--- config.mk ---
export PLATFORM = sky130hd
export DESIGN_NAME = graph_components_and_cycle_check
export DESIGN_NICKNAME = d
export VERILOG_FILES = /design/src/design/gcc_pkg.sv /design/src/design/gcc_adj_mem.sv /design/src/design/graph_components_and_cycle_check.sv
export SDC_FILE = /design/constraint.sdc
export NUM_CORES = 2
export LEC_CHECK = 0
export BUFFER_PORTS_ARGS = -buffer_cell sky130_fd_sc_hd__clkbuf_2
export CORE_UTILIZATION = 37
export CTS_CLUSTER_SIZE = 14
export DETAILED_ROUTE_END_ITERATION = 8
export SLEW_MARGIN = 20
export SYNTH_ARGS = -nofsm -noshare
export SYNTH_HDL_FRONTEND = slang
export SYNTH_HIERARCHICAL = 1
export SYNTH_SLANG_ARGS = --single-unit
--- constraint.sdc ---
create_clock -name clk -period 9.2 [get_ports clk]
set_input_delay 0.46 -clock clk [delete_from_list [all_inputs] [get_ports clk]]
set_output_delay 0.46 -clock clk [all_outputs]
set_load 0.1 [all_outputs]
--- src/design/gcc_pkg.sv ---
// Shared types, codes and sizes for the graph component and cycle checker.
`default_nettype none

package gcc_pkg;

	// Field widths fixed by the item format
	localparam int VERTEX_W = 5;
	localparam int ROW_W    = 32;
	localparam int COUNT_W  = 6;

	localparam int DEFAULT_MAX_VERTICES = 32;

	// Parent link of a root vertex
	localparam logic [COUNT_W-1:0] PARENT_NONE = 6'd63;

	// Operation codes
	localparam logic [1:0] OP_CLEAR    = 2'd0;
	localparam logic [1:0] OP_ADD_EDGE = 2'd1;
	localparam logic [1:0] OP_RUN      = 2'd2;

	// Result kinds
	localparam logic KIND_VERTEX  = 1'b0;
	localparam logic KIND_SUMMARY = 1'b1;

	typedef struct packed {
		logic [1:0]          operation;
		logic [VERTEX_W-1:0] endpoint_a;
		logic [VERTEX_W-1:0] endpoint_b;
	} in_item_t;

	typedef struct packed {
		logic                kind;
		logic [VERTEX_W-1:0] vertex;
		logic [COUNT_W-1:0]  component_index;
		logic                last_in_component;
		logic [COUNT_W-1:0]  component_count;
		logic                graph_connected;
		logic                graph_cyclic;
		logic                last;
	} out_item_t;

	// Request to the adjacency row store
	typedef struct packed {
		logic                clear;
		logic                wr_en;
		logic [VERTEX_W-1:0] wr_addr;
		logic [ROW_W-1:0]    wr_data;
		logic                rd_en;
		logic [VERTEX_W-1:0] rd_addr;
	} adj_cmd_t;

endpackage

`default_nettype wire

--- src/design/gcc_adj_mem.sv ---
// Adjacency row store: registered read, per-row valid bits so that a clear drops every row at once.
`default_nettype none

module gcc_adj_mem #(
	parameter int ROWS = gcc_pkg::DEFAULT_MAX_VERTICES
) (
	input  wire logic                    clk,
	input  wire logic                    arst_n,
	input  wire gcc_pkg::adj_cmd_t       cmd,
	output logic [gcc_pkg::ROW_W-1:0]    rd_row
);
	import gcc_pkg::*;

	localparam int RW = (ROWS > 1) ? $clog2(ROWS) : 1;

	logic [ROW_W-1:0] mem [ROWS];
	logic [ROWS-1:0]  row_vld_q;
	logic [ROW_W-1:0] rd_data_q;
	logic             rd_vld_q;

	// Row storage and registered read
	always_ff @(posedge clk) begin
		if (cmd.wr_en) begin
			mem[cmd.wr_addr[RW-1:0]] <= cmd.wr_data;
		end
		if (cmd.rd_en) begin
			rd_data_q <= mem[cmd.rd_addr[RW-1:0]];
		end
	end

	// Track which rows hold written data; a clear drops them all
	always_ff @(posedge clk or negedge arst_n) begin
		if (!arst_n) begin
			row_vld_q <= '0;
			rd_vld_q  <= 1'b0;
		end else begin
			if (cmd.clear) begin
				row_vld_q <= '0;
			end else if (cmd.wr_en) begin
				row_vld_q[cmd.wr_addr[RW-1:0]] <= 1'b1;
			end
			if (cmd.rd_en) begin
				rd_vld_q <= row_vld_q[cmd.rd_addr[RW-1:0]];
			end
		end
	end

	// A row never written reads as empty
	assign rd_row = rd_vld_q ? rd_data_q : '0;

endmodule

`default_nettype wire

--- src/design/graph_components_and_cycle_check.sv ---
// Top level: depth-first component walk and cycle check over an adjacency matrix.
//
//   port group            direction  handshake           carries
//   in_valid/in_ready     in         valid/ready         in_item_t: operation, endpoints
//   out_valid/out_ready   out        valid/ready         out_item_t: vertex or summary
//   cfg_wr_en/cfg_wr_data in         write, no wait      vertex_count
//
// An edge add does two read-modify-writes of the row store (S_ADD_WA, S_ADD_RB, S_ADD_WB).
// During a run each vertex row is loaded from the row store and scanned one neighbour
// a cycle unless a descent waits for the output register, and each return to a parent
// costs a stack read and a row reload.
// Reset empties the matrix at once through per-row valid bits.
// A full output register stalls the walk; the next item is taken after the summary
// has been loaded into the output register.
`default_nettype none

module graph_components_and_cycle_check #(
	parameter int MAX_VERTICES = gcc_pkg::DEFAULT_MAX_VERTICES
) (
	input  wire logic                        clk,
	input  wire logic                        arst_n,
	input  wire logic                        in_valid,
	output logic                             in_ready,
	input  wire gcc_pkg::in_item_t           in_data,
	output logic                             out_valid,
	input  wire logic                        out_ready,
	output gcc_pkg::out_item_t               out_data,
	input  wire logic                        cfg_wr_en,
	input  wire logic [gcc_pkg::COUNT_W-1:0] cfg_wr_data
);
	import gcc_pkg::*;

	localparam int ROWS = (MAX_VERTICES < ROW_W) ? MAX_VERTICES : ROW_W;
	localparam int RW   = (ROWS > 1) ? $clog2(ROWS) : 1;
	localparam logic [COUNT_W-1:0] ROWS_C = COUNT_W'(ROWS);
	localparam logic [COUNT_W-1:0] MAX_C  = COUNT_W'(MAX_VERTICES);

	typedef enum logic [3:0] {
		S_IDLE, S_ADD_WA, S_ADD_RB, S_ADD_WB,
		S_ROOT, S_LOAD, S_SCAN, S_POP, S_ENDC, S_SUM
	} state_t;

	// One level of the walk: vertex, next neighbour to try, parent
	typedef struct packed {
		logic [COUNT_W-1:0]  parent;
		logic [COUNT_W-1:0]  next;
		logic [VERTEX_W-1:0] vtx;
	} frame_t;

	state_t              state_q;
	logic [COUNT_W-1:0]  vertex_count_q;
	logic [VERTEX_W-1:0] a_q, b_q;
	logic [ROWS-1:0]     visited_q;
	logic [COUNT_W-1:0]  root_q;
	logic [COUNT_W-1:0]  comp_q;
	logic                cyc_q;
	logic [RW-1:0]       depth_q;
	frame_t              cur_q;
	logic [ROW_W-1:0]    row_q;
	logic [VERTEX_W-1:0] pend_v_q;
	logic                out_valid_q;
	out_item_t           out_q;

	frame_t              stack_mem [ROWS];
	frame_t              stk_rd_q;

	adj_cmd_t            adj_cmd;
	logic [ROW_W-1:0]    adj_row;

	logic [COUNT_W-1:0]  n;
	logic                in_xfer;
	logic                out_free;
	logic                out_load;
	logic                add_ok;
	logic [COUNT_W-1:0]  idx;
	logic                at_end;
	logic                hit;
	logic                new_vtx;
	logic                visit_go;
	logic                root_done;
	logic                root_new;
	logic                pop_go;

	gcc_adj_mem #(
		.ROWS (ROWS)
	) u_adj (
		.clk    (clk),
		.arst_n (arst_n),
		.cmd    (adj_cmd),
		.rd_row (adj_row)
	);

	// Walk limit and handshake terms
	assign n        = (vertex_count_q > ROWS_C) ? ROWS_C : vertex_count_q;
	assign in_ready = (state_q == S_IDLE);
	assign in_xfer  = in_valid && in_ready;
	assign out_free = !out_valid_q || out_ready;
	assign add_ok   = ({1'b0, in_data.endpoint_a} < MAX_C) &&
	                  ({1'b0, in_data.endpoint_b} < MAX_C);

	// Scan of the current row, one neighbour a cycle unless a descent waits for the output register
	assign idx      = cur_q.next;
	assign at_end   = (idx >= n);
	assign hit      = !at_end && row_q[idx[VERTEX_W-1:0]];
	assign new_vtx  = hit && !visited_q[idx[RW-1:0]];
	assign visit_go = (state_q == S_SCAN) && new_vtx && out_free;
	assign pop_go   = (state_q == S_SCAN) && at_end && (depth_q != '0);

	// Load the output register on a descent, a component end or the summary
	assign out_load = visit_go || (out_free && (state_q == S_ENDC || state_q == S_SUM));

	// Root search in ascending order
	assign root_done = (root_q >= n);
	assign root_new  = !root_done && !visited_q[root_q[RW-1:0]];

	// Drive the row store
	always_comb begin
		adj_cmd = '0;
		case (state_q)
			S_IDLE: begin
				if (in_xfer && in_data.operation == OP_CLEAR) begin
					adj_cmd.clear = 1'b1;
				end
				if (in_xfer && in_data.operation == OP_ADD_EDGE && add_ok) begin
					adj_cmd.rd_en   = 1'b1;
					adj_cmd.rd_addr = in_data.endpoint_a;
				end
			end
			S_ADD_WA: begin
				adj_cmd.wr_en   = 1'b1;
				adj_cmd.wr_addr = a_q;
				adj_cmd.wr_data = adj_row | (ROW_W'(1) << b_q);
			end
			S_ADD_RB: begin
				adj_cmd.rd_en   = 1'b1;
				adj_cmd.rd_addr = b_q;
			end
			S_ADD_WB: begin
				adj_cmd.wr_en   = 1'b1;
				adj_cmd.wr_addr = b_q;
				adj_cmd.wr_data = adj_row | (ROW_W'(1) << a_q);
			end
			S_ROOT: begin
				adj_cmd.rd_en   = root_new;
				adj_cmd.rd_addr = root_q[VERTEX_W-1:0];
			end
			S_SCAN: begin
				adj_cmd.rd_en   = visit_go;
				adj_cmd.rd_addr = idx[VERTEX_W-1:0];
			end
			S_POP: begin
				adj_cmd.rd_en   = 1'b1;
				adj_cmd.rd_addr = stk_rd_q.vtx;
			end
			default: begin
				adj_cmd = '0;
			end
		endcase
	end

	// Walk stack: push on descent, registered read on return
	always_ff @(posedge clk) begin
		if (visit_go) begin
			stack_mem[depth_q] <= '{parent: cur_q.parent, next: idx + 1'b1, vtx: cur_q.vtx};
		end
		if (pop_go) begin
			stk_rd_q <= stack_mem[depth_q - 1'b1];
		end
	end

	// Configuration register
	always_ff @(posedge clk or negedge arst_n) begin
		if (!arst_n) begin
			vertex_count_q <= '0;
		end else if (cfg_wr_en) begin
			vertex_count_q <= cfg_wr_data;
		end
	end

	// Sequencer, walk state and output register
	always_ff @(posedge clk or negedge arst_n) begin
		if (!arst_n) begin
			state_q     <= S_IDLE;
			a_q         <= '0;
			b_q         <= '0;
			visited_q   <= '0;
			root_q      <= '0;
			comp_q      <= '0;
			cyc_q       <= 1'b0;
			depth_q     <= '0;
			cur_q       <= '0;
			row_q       <= '0;
			pend_v_q    <= '0;
			out_valid_q <= 1'b0;
			out_q       <= '0;
		end else begin
			if (out_load) begin
				out_valid_q <= 1'b1;
			end else if (out_ready) begin
				out_valid_q <= 1'b0;
			end
			case (state_q)
				S_IDLE: begin
					if (in_xfer) begin
						a_q <= in_data.endpoint_a;
						b_q <= in_data.endpoint_b;
						if (in_data.operation == OP_ADD_EDGE && add_ok) begin
							state_q <= S_ADD_WA;
						end else if (in_data.operation == OP_RUN) begin
							visited_q <= '0;
							root_q    <= '0;
							comp_q    <= '0;
							cyc_q     <= 1'b0;
							depth_q   <= '0;
							state_q   <= S_ROOT;
						end
					end
				end
				S_ADD_WA: begin
					state_q <= S_ADD_RB;
				end
				S_ADD_RB: begin
					state_q <= S_ADD_WB;
				end
				S_ADD_WB: begin
					state_q <= S_IDLE;
				end
				S_ROOT: begin
					if (root_done) begin
						state_q <= S_SUM;
					end else if (root_new) begin
						comp_q                   <= comp_q + 1'b1;
						visited_q[root_q[RW-1:0]] <= 1'b1;
						cur_q    <= '{parent: PARENT_NONE, next: '0, vtx: root_q[VERTEX_W-1:0]};
						pend_v_q <= root_q[VERTEX_W-1:0];
						state_q  <= S_LOAD;
					end else begin
						root_q <= root_q + 1'b1;
					end
				end
				S_LOAD: begin
					row_q   <= adj_row;
					state_q <= S_SCAN;
				end
				S_SCAN: begin
					if (at_end) begin
						if (pop_go) begin
							depth_q <= depth_q - 1'b1;
							state_q <= S_POP;
						end else begin
							state_q <= S_ENDC;
						end
					end else if (visit_go) begin
						// Hand over the previous vertex, descend into the new one
						out_q <= '{kind: KIND_VERTEX, vertex: pend_v_q, component_index: comp_q,
						           last_in_component: 1'b0, component_count: '0,
						           graph_connected: 1'b0, graph_cyclic: 1'b0, last: 1'b0};
						pend_v_q              <= idx[VERTEX_W-1:0];
						visited_q[idx[RW-1:0]] <= 1'b1;
						depth_q               <= depth_q + 1'b1;
						cur_q <= '{parent: {1'b0, cur_q.vtx}, next: '0, vtx: idx[VERTEX_W-1:0]};
						state_q <= S_LOAD;
					end else if (!new_vtx) begin
						if (hit && idx != cur_q.parent) begin
							cyc_q <= 1'b1;
						end
						cur_q.next <= idx + 1'b1;
					end
				end
				S_POP: begin
					cur_q   <= stk_rd_q;
					state_q <= S_LOAD;
				end
				S_ENDC: begin
					if (out_free) begin
						out_q <= '{kind: KIND_VERTEX, vertex: pend_v_q, component_index: comp_q,
						           last_in_component: 1'b1, component_count: '0,
						           graph_connected: 1'b0, graph_cyclic: 1'b0, last: 1'b0};
						root_q  <= root_q + 1'b1;
						state_q <= S_ROOT;
					end
				end
				S_SUM: begin
					if (out_free) begin
						out_q <= '{kind: KIND_SUMMARY, vertex: '0, component_index: '0,
						           last_in_component: 1'b0, component_count: comp_q,
						           graph_connected: (comp_q == COUNT_W'(1)),
						           graph_cyclic: cyc_q, last: 1'b1};
						state_q <= S_IDLE;
					end
				end
				default: begin
					state_q <= S_IDLE;
				end
			endcase
		end
	end

	assign out_valid = out_valid_q;
	assign out_data  = out_q;

	// The vertex under scan has always been marked
	a_cur_visited: assert property (@(posedge clk) disable iff (!arst_n)
		(state_q == S_SCAN) |-> visited_q[cur_q.vtx[RW-1:0]])
		else $error("current vertex not marked visited");

	// Stored levels stay below the walk limit
	a_depth_bound: assert property (@(posedge clk) disable iff (!arst_n)
		(state_q == S_SCAN) |-> (COUNT_W'(depth_q) < n))
		else $error("walk stack deeper than the vertex count");

	// A row load follows a root start, a descent or a return only
	a_load_origin: assert property (@(posedge clk) disable iff (!arst_n)
		(state_q == S_LOAD) |->
		($past(state_q) == S_ROOT || $past(state_q) == S_SCAN || $past(state_q) == S_POP))
		else $error("row load without a request");

	// No more components than vertices walked
	a_comp_bound: assert property (@(posedge clk) disable iff (!arst_n)
		(state_q == S_SUM) |-> (comp_q <= n))
		else $error("component count above the walk limit");

endmodule

`default_nettype wire
==> impl_metrics.tcl <==
set metrics [dict create \
    synth_most_common_cell "edfxtp_1" \
    rsz0062_at_grt "no" \
    syn-cell-area_sq_mm 0.0717 \
    critPathLaunchType "flop" \
    use_met2_pct 31.0 \
    power_frac_comb_pct 32.8 \
    grt_pass1_wl_um 266000 \
    path_cells "or2_2 -> nor3_1 -> nand2_1 -> nor2_1 -> nand2_1 -> o311ai_2 -> buf_4 -> buf_4 -> mux4_2 -> mux4_2 -> mux2_2" \
    path_clk_slew_ps 60 \
    finalCritPeriodShare_pct 60.9 \
    synth_edf_count 1617 \
    nets 3737 \
    timing.final.max_slew_violations 0 \
    core_region_area_sq_mm 0.193 \
    synth_commonest_cells "edfxtp_1, mux4_2, nor2_1" \
    yosys.area.top_type "edfxtp_1" \
    switching_share_pct 32.3 \
    max_slew_margin_pct 19.6 \
    yosys.cell_types.count 75 \
    powerDensity_mw_per_mm2 331 \
    htree_levels 4 \
    switching_power_w 0.00879 \
    ys_seq_area_share_pct 74.0 \
    min_path_type "in -> reg" \
    cts_tree "built" \
    total_power_w 0.0272 \
    clockPowerShare_pct 27.1 \
    post-cts-setup-buffers 0 \
    arrival_ps 6170 \
    clock_skew_ps 47.6 \
    avgSynthCellArea_sq_um 20.5 \
    root_buffer "clkbuf_16" \
    setup_violations 0 \
    hpwl_um 96100 \
    cts_buffers 185 \
    power.share.sequential_pct 40.1 \
    synth_flop_cell "edfxtp_1" \
    fin_ws_ps 3600 \
    required_ps 9770 \
    crit_type "reg -> reg" \
    routabilityCongestion 0.835 \
    clk_latency_ps 840 \
    crit_path_max_fanout 41 \
    avgRoutedWirePerCell_um 29.0 \
    post-place-ws_ps 3610 \
    postSynthCellCount 3497 \
    firstDrtPassIters 6 \
    grt_use_met1_pct 25.9 \
    outcome "completed" \
    start_util_pct 37.2 \
    drt-total-wl_um 185000 \
    grt_pass1_vias 36249 \
    die_h_um 442 \
    grt_usage_pct 18.9 \
    first_iter_violations 4249 \
    fmax_ghz 0.178 \
    grt_antenna_before_repair 3 \
    vias 35958 \
    synth_area_leaders "edfxtp_1, mux4_2, dfrtp_1, mux2_2, nor2_1" \
    die_w_um 442 \
    drive_gt1_share_pct 30.5 \
    grt.overflow.total 0 \
    die-area_sq_mm 0.195 \
    routed_via_density 5.64 \
    met3_usage_pct 3.01 \
    syn_to_final_growth_pct 14.4 \
    p_int_w 0.0184 \
    clockBufferDepth 3 \
    drc 0 \
    post-route-min-period_ps 5600 \
    yosys_register_bits 1796 \
    hold_viol 0 \
    synth_nets 3547 \
    async_flop_share_pct 9.97 \
    fin_setup_tns_ps 0 \
    io_pins 47 \
    leakagePower_nw 26.0 \
    cts.sinks 1796 \
    rows 161 \
    endpoint_kind "flop" \
    busiest_layer "met2" \
    grt_max_degree 142 \
    critPathSlowestCell "buf_4" \
    slowest_delay_ps 770 \
    ys_warn_count 6 \
    worstMarginPinSlew_ps 1200 \
    netlist.area_leader.share_pct 67.7 \
    ant_nets 0 \
    num-fill-cells 16577 \
    port_buffers 46 \
    cap_violations 0 \
    vdd_ir_drop_max_v 0.000281 \
]
## stage by stage
stage	hold slack (ps)	utilization (%)	std cells	cell area (sq um)
after global placement	448	39.3	6008	75800
after CTS	4.73	42.5	6366	81900
after floorplan	164	-	3497	71700
after detailed placement	461	39.3	6009	75800
final	40.8	42.6	6370	82000
after global routing	3.93	42.6	6370	82000
## sequential cells by signal, summed over array words and instances, names as in the netlist
register,cells
u_adj/mem,1024
stack_mem,544
row_q,32
u_adj/rd_data_q,32
u_adj/row_vld_q,32
visited_q,32
out_data,21
stk_rd_q,17
cur_q,11
comp_q,6
idx,6
root_q,6
vertex_count_q,6
a_q,5
b_q,5
depth_q,5
pend_v_q,5
state_q,4
cyc_q,1
out_valid,1
u_adj/rd_vld_q,1
## final timing paths
kind / to / depth (start not counted) / from / slack [ps]
worst max-delay path: u_adj/rd_data_q[31] / 11 / state_q[0] / 3600
worst min-delay path: b_q[0] / 2 / in_data[0] / 40
worst max register to register: u_adj/rd_data_q[31] / 11 / state_q[0] / 3600
worst min register to register: u_adj/row_vld_q[15] / 2 / u_adj/row_vld_q[15] / 500
max in group asynchronous: depth_q[0] / 3 / arst_n / 7650
min in group asynchronous: vertex_count_q[0] / 2 / arst_n / 160
## power by group through the flow
stage / Combinational, W / Sequential [W] / Clock (W)
2_1_floorplan: 0.00626 / 0.0109 / 0
3_3_place_gp: 0.00889 / 0.0110 / 0
4_1_cts: 0.00902 / 0.0109 / 0.00750
5_1_grt: 0.00950 / 0.0110 / 0.00780
6_report: 0.00892 / 0.0109 / 0.00736
3_5_place_dp: 0.00898 / 0.0111 / 0
## repair_timing
action | 4_1_cts | 5_1_grt
hold buffers | 15 | 2
resized for setup | 0 | 0
endpoints found under the hold margin | 59 | 2
endpoints found under the setup margin | 0 | 0
## worst max-delay path, delay by kind of cell, from the launching register on
kind	cells	cell delay, ps
muxes	3	1360
AOI/OAI and AO/OA	1	190
and+or+nand+nor	5	1600
DFF	1	740
buffers and inverters	2	1350
## cells in the final DEF, fill, tap and decap left out, types with 36 or more instances in the layout
cell	count
nand2_1	112
nor2_1	136
mux2i_1	56
mux2_2	106
mux4_2	495
nor2_2	36
edfxtp_1	1617
clkbuf_1	55
dfrtp_1	171
a22oi_1	42
o21ai_1	41
buf_4	127
a21oi_1	56
clkbuf_16	186
clkbuf_2	45
nor2_4	43
## layout make-up
type	count	area, sq um	area share [%]
tap	2526	3160	3.85
antenna	2	5.00	0.00610
clock inverter	98	1080	1.32
clock buffer	244	4900	5.98
sequential	1796	53000	64.7
timing repair buffer	195	1450	1.77
inverter	36	135	0.165
multi-input combinational	1473	18200	22.2
## per-layer routing
layer | share of wire (%) | up-vias | routed length, um
met4 | 3.0 | 0 | 5470
li1 | - | 14782 | -
met3 | 7.2 | 284 | 13300
met5 | 0 | - | 0
met2 | 50 | 1476 | 91500
met1 | 40 | 19416 | 74500
## cell families (layout without fill, tap and decap cells)
logic type / Yosys count / after routing / share of synthesized area [%]
simple gates: 495 / 495 / 3.18
xor+xnor: 24 / 24 / 0.293
buf+inv: 228 / 573 / 1.41
other cells: 0 / 2 / 0
mux: 667 / 667 / 18.2
compound gates: 260 / 260 / 2.41
flops: 1796 / 1796 / 74.0
fa+ha+maj: 27 / 27 / 0.471
No activity file was read; power rests on OpenSTA's default activity.
